[config.mk]
export PLATFORM = sky130hd
export DESIGN_NAME = websocket_frame_decoder
export DESIGN_NICKNAME = d
export VERILOG_FILES = /design/src/hw/rtl/wsfd_pkg.sv /design/src/hw/rtl/wsfd_parse.sv /design/src/hw/rtl/wsfd_out_buf.sv /design/src/hw/rtl/websocket_frame_decoder.sv
export SDC_FILE = /design/constraint.sdc
export NUM_CORES = 1
export LEC_CHECK = 0
export ABC_AREA = 1
export BUFFER_PORTS_ARGS = -buffer_cell sky130_fd_sc_hd__buf_2
export CORE_AREA = 2 2 205 207
export CTS_BUF_LIST = sky130_fd_sc_hd__clkbuf_4
export DETAILED_ROUTE_END_ITERATION = 10
export DIE_AREA = 0 0 207 209
export PLACE_DENSITY_LB_ADDON = 0.15
export SYNTH_ARGS = -nofsm -noshare
export SYNTH_HDL_FRONTEND = slang
export SYNTH_HIERARCHICAL = 1
export SYNTH_SLANG_ARGS = --single-unit
[constraint.sdc]
create_clock -name clk -period 7.6 [get_ports clk]
set_input_delay 0.38 -clock clk [delete_from_list [all_inputs] [get_ports clk]]
set_output_delay 0.38 -clock clk [all_outputs]
set_load 0.03 [all_outputs]
[src/hw/rtl/wsfd_pkg.sv]
// Shared types and codes for the WebSocket frame decoder.
// No dependencies; imported by every module of the block.
package wsfd_pkg;

	localparam int LenW = 64;
	localparam int MaxW = 63;
	localparam int KeyW = 32;

	// result kinds
	localparam logic [1:0] KIND_PAYLOAD = 2'd0;
	localparam logic [1:0] KIND_EMPTY   = 2'd1;
	localparam logic [1:0] KIND_ERROR   = 2'd2;

	// error codes
	localparam logic [2:0] ERR_NONFINAL = 3'd0;
	localparam logic [2:0] ERR_BAD_OP   = 3'd1;
	localparam logic [2:0] ERR_MASK     = 3'd2;
	localparam logic [2:0] ERR_ZERO_BIN = 3'd3;
	localparam logic [2:0] ERR_OVERSIZE = 3'd4;

	// configuration register indexes
	localparam logic [1:0] REG_MUST_MASK  = 2'd0;
	localparam logic [1:0] REG_LIMIT_ON   = 2'd1;
	localparam logic [1:0] REG_MAX_SIZE   = 2'd2;

	// opcodes (low nibble of first header byte)
	localparam logic [3:0] OP_BINARY = 4'h2;
	localparam logic [3:0] OP_CLOSE  = 4'h8;
	localparam logic [3:0] OP_PING   = 4'h9;
	localparam logic [3:0] OP_PONG   = 4'hA;

	localparam logic [6:0] LEN_EXT16 = 7'd126;

	// message flag bits
	localparam int MF_MORE    = 0;
	localparam int MF_COMMAND = 1;
	localparam int MF_CLOSE   = 2;
	localparam int MF_PING    = 3;
	localparam int MF_PONG    = 4;

	typedef enum logic [7:0] {
		PH_OPCODE  = 8'b0000_0001,
		PH_LEN1    = 8'b0000_0010,
		PH_LEN16   = 8'b0000_0100,
		PH_LEN64   = 8'b0000_1000,
		PH_MASK    = 8'b0001_0000,
		PH_FLAGS   = 8'b0010_0000,
		PH_PAYLOAD = 8'b0100_0000,
		PH_HALT    = 8'b1000_0000
	} phase_t;

	typedef struct packed {
		logic [1:0] kind;
		logic [7:0] data;
		logic [4:0] flags;
		logic       last;
		logic [2:0] err;
	} result_t;

	typedef struct packed {
		logic            must_mask;
		logic            limit_on;
		logic [LenW-1:0] max_size;     // zero-extended limit
		logic [LenW-1:0] max_size_p1;  // limit + 1, used when the flags byte is removed
	} cfg_t;

endpackage

[src/hw/rtl/wsfd_parse.sv]
// Frame header parser and payload unmasker: one stream byte per request.
// Depends on wsfd_pkg.
module wsfd_parse (
	input  logic             clk,
	input  logic             arst_n,
	input  logic             step,
	input  logic [7:0]       stream_byte,
	input  wsfd_pkg::cfg_t   cfg,
	output logic             res_valid,
	output wsfd_pkg::result_t res
);
	import wsfd_pkg::*;

	phase_t          phase_q, phase_n;
	logic            binary_q, binary_n;
	logic [4:0]      flags_q, flags_n;
	logic [LenW-1:0] rem_q, rem_n;
	logic [2:0]      hcnt_q, hcnt_n;
	logic [KeyW-1:0] key_q, key_n;
	logic [1:0]      mpos_q, mpos_n;

	logic [LenW-1:0] len_new, lim;
	logic            over, zero_len;
	logic [1:0]      kpos;
	logic [7:0]      kbyte, ub;

	function automatic logic [7:0] key_byte(logic [KeyW-1:0] key, logic [1:0] pos);
		logic [7:0] r;
		case (pos)
			2'd0:    r = key[31:24];
			2'd1:    r = key[23:16];
			2'd2:    r = key[15:8];
			default: r = key[7:0];
		endcase
		return r;
	endfunction

	always_comb begin
		case (phase_q)
			PH_LEN1:           len_new = {{(LenW-7){1'b0}}, stream_byte[6:0]};
			PH_LEN16, PH_LEN64: len_new = {rem_q[LenW-9:0], stream_byte};
			default:           len_new = rem_q;
		endcase
	end

	// flags byte is removed from the length: rem-1 > max  <=>  rem > max+1
	assign lim      = (phase_q == PH_FLAGS) ? cfg.max_size_p1 : cfg.max_size;
	assign over     = cfg.limit_on && (len_new > lim);
	assign zero_len = (phase_q == PH_FLAGS) ? (rem_q == LenW'(1)) : (len_new == '0);

	assign kpos  = (phase_q == PH_FLAGS) ? 2'd0 : mpos_q;
	assign kbyte = key_byte(key_q, kpos);
	assign ub    = cfg.must_mask ? (stream_byte ^ kbyte) : stream_byte;

	always_comb begin
		logic fail, after_len, after_key, len_done;
		logic [2:0] code;
		fail      = 1'b0;
		after_len = 1'b0;
		after_key = 1'b0;
		len_done  = 1'b0;
		code      = ERR_NONFINAL;
		phase_n   = phase_q;
		binary_n  = binary_q;
		flags_n   = flags_q;
		rem_n     = rem_q;
		hcnt_n    = hcnt_q;
		key_n     = key_q;
		mpos_n    = mpos_q;
		res_valid = 1'b0;
		res       = '0;

		case (phase_q)
			PH_OPCODE: begin
				if (!stream_byte[7]) begin
					fail = 1'b1;
					code = ERR_NONFINAL;
				end else begin
					binary_n = 1'b0;
					phase_n  = PH_LEN1;
					case (stream_byte[3:0])
						OP_BINARY: begin
							flags_n  = '0;
							binary_n = 1'b1;
						end
						OP_CLOSE: flags_n = 5'(1 << MF_COMMAND) | 5'(1 << MF_CLOSE);
						OP_PING:  flags_n = 5'(1 << MF_COMMAND) | 5'(1 << MF_PING);
						OP_PONG:  flags_n = 5'(1 << MF_COMMAND) | 5'(1 << MF_PONG);
						default: begin
							flags_n = '0;
							fail    = 1'b1;
							code    = ERR_BAD_OP;
						end
					endcase
				end
			end
			PH_LEN1: begin
				if (stream_byte[7] != cfg.must_mask) begin
					fail = 1'b1;
					code = ERR_MASK;
				end else begin
					hcnt_n = '0;
					if (stream_byte[6:0] < LEN_EXT16) begin
						rem_n     = len_new;
						after_len = 1'b1;
					end else begin
						rem_n   = '0;
						phase_n = (stream_byte[6:0] == LEN_EXT16) ? PH_LEN16 : PH_LEN64;
					end
				end
			end
			PH_LEN16, PH_LEN64: begin
				rem_n  = len_new;
				hcnt_n = hcnt_q + 3'd1;
				if ((phase_q == PH_LEN16 && hcnt_n == 3'd2) ||
				    (phase_q == PH_LEN64 && hcnt_n == 3'd0))
					after_len = 1'b1;
			end
			PH_MASK: begin
				key_n  = {key_q[KeyW-9:0], stream_byte};
				hcnt_n = hcnt_q + 3'd1;
				if (hcnt_n == 3'd4) begin
					hcnt_n    = '0;
					mpos_n    = '0;
					after_key = 1'b1;
				end
			end
			PH_FLAGS: begin
				mpos_n              = 2'd1;
				flags_n[MF_MORE]    = flags_q[MF_MORE] | ub[0];
				flags_n[MF_COMMAND] = flags_q[MF_COMMAND] | ub[1];
				rem_n               = rem_q - LenW'(1);
				len_done            = 1'b1;
			end
			PH_PAYLOAD: begin
				mpos_n    = mpos_q + 2'd1;
				rem_n     = rem_q - LenW'(1);
				res_valid = 1'b1;
				res.kind  = KIND_PAYLOAD;
				res.data  = ub;
				res.flags = flags_q;
				res.last  = (rem_q == LenW'(1));
				if (res.last)
					phase_n = PH_OPCODE;
			end
			default: ;  // halted: drop everything
		endcase

		if (after_len) begin
			hcnt_n = '0;
			if (cfg.must_mask) begin
				key_n   = '0;
				phase_n = PH_MASK;
			end else begin
				after_key = 1'b1;
			end
		end

		if (after_key) begin
			if (binary_q) begin
				if (zero_len) begin
					fail = 1'b1;
					code = ERR_ZERO_BIN;
				end else begin
					phase_n = PH_FLAGS;
				end
			end else begin
				len_done = 1'b1;
			end
		end

		if (len_done) begin
			if (over) begin
				fail = 1'b1;
				code = ERR_OVERSIZE;
			end else if (zero_len) begin
				res_valid = 1'b1;
				res.kind  = KIND_EMPTY;
				res.flags = flags_n;
				res.last  = 1'b1;
				phase_n   = PH_OPCODE;
			end else begin
				phase_n = PH_PAYLOAD;
			end
		end

		if (fail) begin
			phase_n   = PH_HALT;
			res_valid = 1'b1;
			res       = '0;
			res.kind  = KIND_ERROR;
			res.err   = code;
		end

		if (!step)
			res_valid = 1'b0;
	end

	always_ff @(posedge clk or negedge arst_n) begin
		if (!arst_n) begin
			phase_q  <= PH_OPCODE;
			binary_q <= 1'b0;
			flags_q  <= '0;
			rem_q    <= '0;
			hcnt_q   <= '0;
			key_q    <= '0;
			mpos_q   <= '0;
		end else if (step) begin
			phase_q  <= phase_n;
			binary_q <= binary_n;
			flags_q  <= flags_n;
			rem_q    <= rem_n;
			hcnt_q   <= hcnt_n;
			key_q    <= key_n;
			mpos_q   <= mpos_n;
		end
	end

	a_halt_silent: assert property (@(posedge clk) disable iff (!arst_n)
		phase_q == PH_HALT |-> !res_valid)
		else $error("result produced after error halt");

	a_error_halts: assert property (@(posedge clk) disable iff (!arst_n)
		res_valid && res.kind == KIND_ERROR |=> phase_q == PH_HALT)
		else $error("error result did not halt parser");

	a_payload_len: assert property (@(posedge clk) disable iff (!arst_n)
		phase_q == PH_PAYLOAD |-> rem_q != '0)
		else $error("payload phase with zero remaining length");

endmodule

[src/hw/rtl/wsfd_out_buf.sv]
// Two-entry output register with skid stage for decoder results.
// Depends on wsfd_pkg.
module wsfd_out_buf (
	input  logic              clk,
	input  logic              arst_n,
	input  logic              push,
	input  wsfd_pkg::result_t push_res,
	output logic              space,
	output logic              out_valid,
	input  logic              out_ready,
	output wsfd_pkg::result_t out_res
);
	import wsfd_pkg::*;

	logic    out_v_q, skid_v_q;
	result_t out_q, skid_q;
	logic    pop;

	assign pop       = out_v_q && out_ready;
	assign space     = !skid_v_q;
	assign out_valid = out_v_q;
	assign out_res   = out_q;

	always_ff @(posedge clk or negedge arst_n) begin
		if (!arst_n) begin
			out_v_q  <= 1'b0;
			skid_v_q <= 1'b0;
		end else if (pop) begin
			if (skid_v_q) begin
				skid_v_q <= 1'b0;
			end else begin
				out_v_q <= push;
			end
		end else if (push) begin
			if (!out_v_q)
				out_v_q <= 1'b1;
			else
				skid_v_q <= 1'b1;
		end
	end

	always_ff @(posedge clk) begin
		if (pop) begin
			if (skid_v_q)
				out_q <= skid_q;
			else if (push)
				out_q <= push_res;
		end else if (push) begin
			if (!out_v_q)
				out_q <= push_res;
			else
				skid_q <= push_res;
		end
	end

	a_skid_needs_out: assert property (@(posedge clk) disable iff (!arst_n)
		skid_v_q |-> out_v_q)
		else $error("skid entry held with empty output register");

	a_skid_fill: assert property (@(posedge clk) disable iff (!arst_n)
		$rose(skid_v_q) |-> $past(out_v_q && !out_ready && push))
		else $error("skid filled without a stalled output");

endmodule

[src/hw/rtl/websocket_frame_decoder.sv]
// WebSocket frame decoder: byte-serial parser for single-fragment frames.
// A result is registered into the output buffer when its byte request is accepted.
// Throughput: one byte per cycle while the skid slot is free; header logic and unmask
//   sit between the input port and the two-entry output buffer.
// Reset (arst_n low): parser waits for an opcode byte, registers clear to zero (max+1 to
//   one), output buffer empties. An error halts the parser until the next reset.
module websocket_frame_decoder (
	input  logic        clk,
	input  logic        arst_n,
	// byte request channel
	input  logic        in_valid,
	output logic        in_ready,
	input  logic [7:0]  stream_byte,
	// result channel
	output logic        out_valid,
	input  logic        out_ready,
	output logic [1:0]  result_kind,
	output logic [7:0]  payload_byte,
	output logic        has_more,
	output logic        is_command,
	output logic        close_flag,
	output logic        ping_flag,
	output logic        pong_flag,
	output logic        last_of_message,
	output logic [2:0]  error_code,
	// configuration writes
	input  logic        cfg_we,
	input  logic [1:0]  cfg_index,
	input  logic [wsfd_pkg::MaxW-1:0] cfg_data
);
	import wsfd_pkg::*;

	// configuration registers; max+1 is kept alongside the limit so the
	// flags-byte case compares without a subtract in front of it
	logic            must_mask_q;
	logic            limit_on_q;
	logic [MaxW-1:0] max_size_q;
	logic [LenW-1:0] max_size_p1_q;
	cfg_t            cfg;

	logic    step;
	logic    res_valid;
	result_t res, out_res;

	always_ff @(posedge clk or negedge arst_n) begin
		if (!arst_n) begin
			must_mask_q   <= 1'b0;
			limit_on_q    <= 1'b0;
			max_size_q    <= '0;
			max_size_p1_q <= LenW'(1);
		end else if (cfg_we) begin
			case (cfg_index)
				REG_MUST_MASK: must_mask_q <= cfg_data[0];
				REG_LIMIT_ON:  limit_on_q  <= cfg_data[0];
				REG_MAX_SIZE: begin
					max_size_q    <= cfg_data;
					max_size_p1_q <= {1'b0, cfg_data} + LenW'(1);
				end
				default: ;  // unknown index: ignored
			endcase
		end
	end

	assign cfg.must_mask   = must_mask_q;
	assign cfg.limit_on    = limit_on_q;
	assign cfg.max_size    = {1'b0, max_size_q};
	assign cfg.max_size_p1 = max_size_p1_q;

	// a byte is taken whenever the skid slot is free, even if a result waits
	assign step = in_valid && in_ready;

	wsfd_parse u_parse (
		.clk         (clk),
		.arst_n      (arst_n),
		.step        (step),
		.stream_byte (stream_byte),
		.cfg         (cfg),
		.res_valid   (res_valid),
		.res         (res)
	);

	wsfd_out_buf u_out_buf (
		.clk       (clk),
		.arst_n    (arst_n),
		.push      (res_valid),
		.push_res  (res),
		.space     (in_ready),
		.out_valid (out_valid),
		.out_ready (out_ready),
		.out_res   (out_res)
	);

	assign result_kind     = out_res.kind;
	assign payload_byte    = out_res.data;
	assign has_more        = out_res.flags[MF_MORE];
	assign is_command      = out_res.flags[MF_COMMAND];
	assign close_flag      = out_res.flags[MF_CLOSE];
	assign ping_flag       = out_res.flags[MF_PING];
	assign pong_flag       = out_res.flags[MF_PONG];
	assign last_of_message = out_res.last;
	assign error_code      = out_res.err;

	a_err_fields: assert property (@(posedge clk) disable iff (!arst_n)
		out_valid && result_kind == KIND_ERROR |->
			out_res.flags == '0 && !last_of_message && payload_byte == '0)
		else $error("error result carries message fields");

	a_no_push_when_full: assert property (@(posedge clk) disable iff (!arst_n)
		res_valid |-> in_ready)
		else $error("result produced with no buffer space");

endmodule
==> summary by stage <==
Logic synthesis
The cell area after synthesis is 20200 um2. Synthesis inferred 284 register bits. Yosys printed 6 warnings.

The synthesized design contains 38 enable-type register cells. The share of the synthesized area in the top cell type is 0.302. The share of the Yosys chip area taken by registers is 0.361. The most frequently used flop master after synthesis is sky130_fd_sc_hd__dfrtp_1.

The largest area contributor in the netlist is sky130_fd_sc_hd__dfrtp_1. For this run, asynchronously set or reset flops after synthesis account for 0.866. The mean post-synth cell area is 6.82 um2. Synthesis produced 2963 cells.

The net count of the mapped netlist is 3113. Yosys attributes the largest share of cell area to sky130_fd_sc_hd__dfrtp_1, sky130_fd_sc_hd__nand2_1, sky130_fd_sc_hd__nor2_1. Counting distinct cell types in the post-synthesis netlist gives 58.

Cells and area
The top cell types in the final layout, fill and taps aside, are sky130_fd_sc_hd__nand2_1, sky130_fd_sc_hd__nor2_1, sky130_fd_sc_hd__inv_1, sky130_fd_sc_hd__dfrtp_1, sky130_fd_sc_hd__nand3_1. At the end of the flow, the number of nets in the layout was 3294. The share of final-layout standard cells stronger than drive strength 1 is 0.0993. The number of non-filler instances in the completed layout is 3754. Leaving out fill and tap cells, the most frequent cell in the layout is sky130_fd_sc_hd__nand2_1. Once layout is complete, the utilization of the core stands at 0.558. The finished cells cover 23000 um2. The layout overhead on the synthesized area is 14.1%.

Detailed routing
The routed length on met2 is 30.4 mm. After detailed routing, no signal wire sits above met4. The routed design has 70.0 mm of wire. After detailed routing, the met3 layer carries 6.30 mm of wire. In the routed layout, each cell is associated on average with a via count of 5.63. For this run, the detailed router's first-pass iteration total came to 6. After detailed routing, the number of remaining DRC violations is 0. Dividing the detail-routed wire length by the instance count gives 18.6 um.

The detailed router put a total of 31.2 mm of wire on met1. In this run the remaining antenna-violating nets after routing total 0. The total via count in the routed design is 21131.

The count of routing violations after the opening detailed-route iteration is 2291.

Global route
The number of antenna violations at the first check in global routing is 2. Entering global routing, the biggest net connects 144 pins. The number of global-route vias before repair is 19636.

The combined global-route utilization of all metal layers is 0.321. The first global-routing pass estimated 110 mm of wire. Global routing finished with a remaining overflow of 0.

Timing
The worst hold-check slack is 0.0720 ns. The highest attainable clock frequency is 0.172 GHz. The count of endpoints failing hold in the final timing report was 0. Counting I/O delays and the setup requirement, the final critical path takes 5.81 ns. For the final routed database, the setup TNS stands at 0 ns.

The clock skew after layout is 0.0577 ns. In the finished design, the share of the clock period the worst path needs comes to 0.765. The transition time of the tightest slew-check pin is 1.09 ns. Measured against its own limit, the worst slew margin works out to 0.272. The final count of pins violating max slew was 0. Setup violations remaining at the end of the flow were counted as 0. Setup repair after global routing left no endpoint under its margin.

Clock tree
The number of sinks handled by clock tree synthesis is 284. After clock tree synthesis, the repair step resized 0 gates. The clock passes through at most 3 buffers. The number of buffers added for setup after CTS is 0.

The register clock-pin slew on the reported worst setup and hold paths is 0.06 ns. The clock insertion delay at the later pin of the skew report is 0.82 ns. The cell sitting at the root of the clock tree is a sky130_fd_sc_hd__clkbuf_4. The CTS tree is built.

The number of buffers created by CTS is 85. The number of levels the H-tree was split into is 3.

Critical path
The cell with the biggest individual delay on the critical path is sky130_fd_sc_hd__nand3_4. The nature of the critical path startpoint is a flop. The signal on the critical path passes through inv_2 -> nand2_2 -> nor2_8 -> nand2_4 -> nand3_4 -> inv_2 -> a21oi_1 -> inv_1 -> ha_1 -> nand2_1 -> nor2_1 -> nand4_1 -> nor4_1 -> nand2_1 -> o21a_1 -> a21boi_2 -> nand2_2 -> inv_2 -> nor2_1 -> a21oi_1 -> nand2_1 -> nor2_1 -> buf_4.

The highest fanout seen on the critical path is 41. STA puts the critical path data required time at 8.06 ns. The reg-to-reg critical path startpoint is u_parse/phase_q[5]. The worst setup path endpoint is u_out_buf/skid_q[7]. For flop-to-flop paths, the worst setup slack is 1.79 ns. The worst register-to-register path ends at u_out_buf/skid_q[7]. Data on the critical path arrives at its endpoint at 6.27 ns. In this design, the stage delay of the slowest critical-path cell is 0.51 ns. The worst setup path is captured at a flop. The critical path is of the reg -> reg type. The number of cell instances on the worst register-to-register path is 23. The launch point of the critical path is u_parse/phase_q[5].

Pwr
The largest vdd supply drop is 0.000138 V. Of the total power, combinational logic draws 0.152. For this design the static power due to leakage is 0.0111 uW. The internal portion of total power is 2780 uW.

Dividing total power by cell area gives a power density of 171 nW/um2. For this design the total switching power over the nets is 1170 uW. Of the total power, registers draw 0.451. Of the total power, the clock network draws 0.398.

Of the total power, the share spent switching nets is 0.296.

Floorplanning
The die covers 43300 um2. The number of placed I/O pins is 99. From bottom edge to top edge, the die measures 209 um.

For this configuration, the core starts out at a cell density of 0.489. The floorplan die width is 207 um. The row count is 75. The area of the placeable core is 41300 um2.

Run status
The run finished with clean final reports.

Min path
The type of the most critical hold path is in -> reg.

Flow run
Max-cap violations in this run came to 0.

Placed design
At the end of routability-driven placement, the weighted congestion stood at 0.942. In this run the cell area measured after placement is 21100 um2. The number of placed instances, taps included, is 3516. The total of buffers placed on input and output ports is 98.

Detailed placement ended at an HPWL of 51.6 mm.
metal layers:
layer | vias to the layer above | global-route usage
met5 | - | 0
met4 | 0 | 0.107
met3 | 121 | 0.0619
met2 | 963 | 0.486
met1 | 9891 | 0.461
li1 | 10156 | -
worst max-delay path, delay by kind of cell, from the launching register on:
family                   cells  cell delay, ns
flip-flops                   1            0.42
AO/OA/AOI/OAI                4            0.99
buffers and inverters        5            1.00
adder cells (fa/ha/maj)      1            0.30
AND/OR/NAND/NOR             13            2.75
cell families after synthesis:
kind of cell | count (synthesis) | synth area share
and+or+nand+nor | 1548 | 0.322
xor gates and xnor gates | 10 | 0.00434
other | 1 | 0.000186
adders and majority gates | 72 | 0.0446
DFF | 284 | 0.361
buffers and inverters | 492 | 0.0951
AOI/OAI and AO/OA | 493 | 0.141
muxes | 63 | 0.0312
area by class of cell:
| type | count | area, um2 |
|---|---|---|
| tap | 539 | 674 |
| sequential | 284 | 7300 |
| clock inverter | 16 | 91.3 |
| antenna | 2 | 5.00 |
| clock buffer | 140 | 1050 |
| fill | 4184 | 18200 |
| inverter | 390 | 1470 |
| timing repair buffer | 196 | 1460 |
| multi-input combinational | 2187 | 11000 |
power by group through the flow:
stage | Sequential (uW) | Combinational [uW] | Clock (uW)
floorplan | 1770 | 377 | 0
global placement | 1800 | 544 | 0
CTS | 1770 | 593 | 1610
finish | 1780 | 598 | 1570
global route | 1800 | 679 | 1690
detailed placement | 1800 | 556 | 0
sequential cells by signal (all words and copies together), names as in the netlist:
| register | count |
|---|---|
| limit_on_q | 1 |
| max_size_p1_q | 64 |
| max_size_q | 63 |
| must_mask_q | 1 |
| u_out_buf/out_res | 19 |
| u_out_buf/out_valid | 1 |
| u_out_buf/skid_q | 19 |
| u_out_buf/skid_v_q | 1 |
| u_parse/binary_q | 1 |
| u_parse/flags_q | 5 |
| u_parse/hcnt_q | 3 |
| u_parse/key_q | 32 |
| u_parse/mpos_q | 2 |
| u_parse/phase_q | 8 |
| u_parse/rem_q | 64 |
through the flow:
step           total power (uW)  setup slack [ns]
2_1_floorplan              2150              2.71
3_3_place_gp               2340              2.10
3_5_place_dp               2360              1.90
4_1_cts                    3980              1.87
5_1_grt                    4170              1.36
6_report                   3950              1.79
worst min path at each step:
stage / start / to / cells past startpoint
after CTS: stream_byte[7] / u_parse/key_q[7] / 3
after floorplan: arst_n / limit_on_q / 0
after global routing: stream_byte[7] / u_parse/key_q[7] / 3
final: stream_byte[7] / u_parse/key_q[7] / 3
after detailed placement: max_size_q[42] / max_size_q[42] / 2
after global placement: max_size_p1_q[1] / max_size_p1_q[1] / 2
synth_stat cells, types with 26 or more instances:
master                     number
sky130_fd_sc_hd__nand2_1      708
sky130_fd_sc_hd__nor2_1       509
sky130_fd_sc_hd__inv_1        378
sky130_fd_sc_hd__dfrtp_1      244
sky130_fd_sc_hd__nand3_1      184
sky130_fd_sc_hd__o21ai_0      180
sky130_fd_sc_hd__a21oi_1      123
sky130_fd_sc_hd__ha_1          72
sky130_fd_sc_hd__mux2i_1       63
sky130_fd_sc_hd__clkbuf_1      60
sky130_fd_sc_hd__nand4_1       59
sky130_fd_sc_hd__edfxtp_1      38
sky130_fd_sc_hd__o22ai_1       36
sky130_fd_sc_hd__buf_2         29
sky130_fd_sc_hd__a31oi_1       26
timing repair:
item	in CTS	in global routing
hold buffers	80	0
hold endpoints to repair	234	0
endpoints found under the setup margin	0	0
Note: power is estimated with default switching activity, not from simulation.
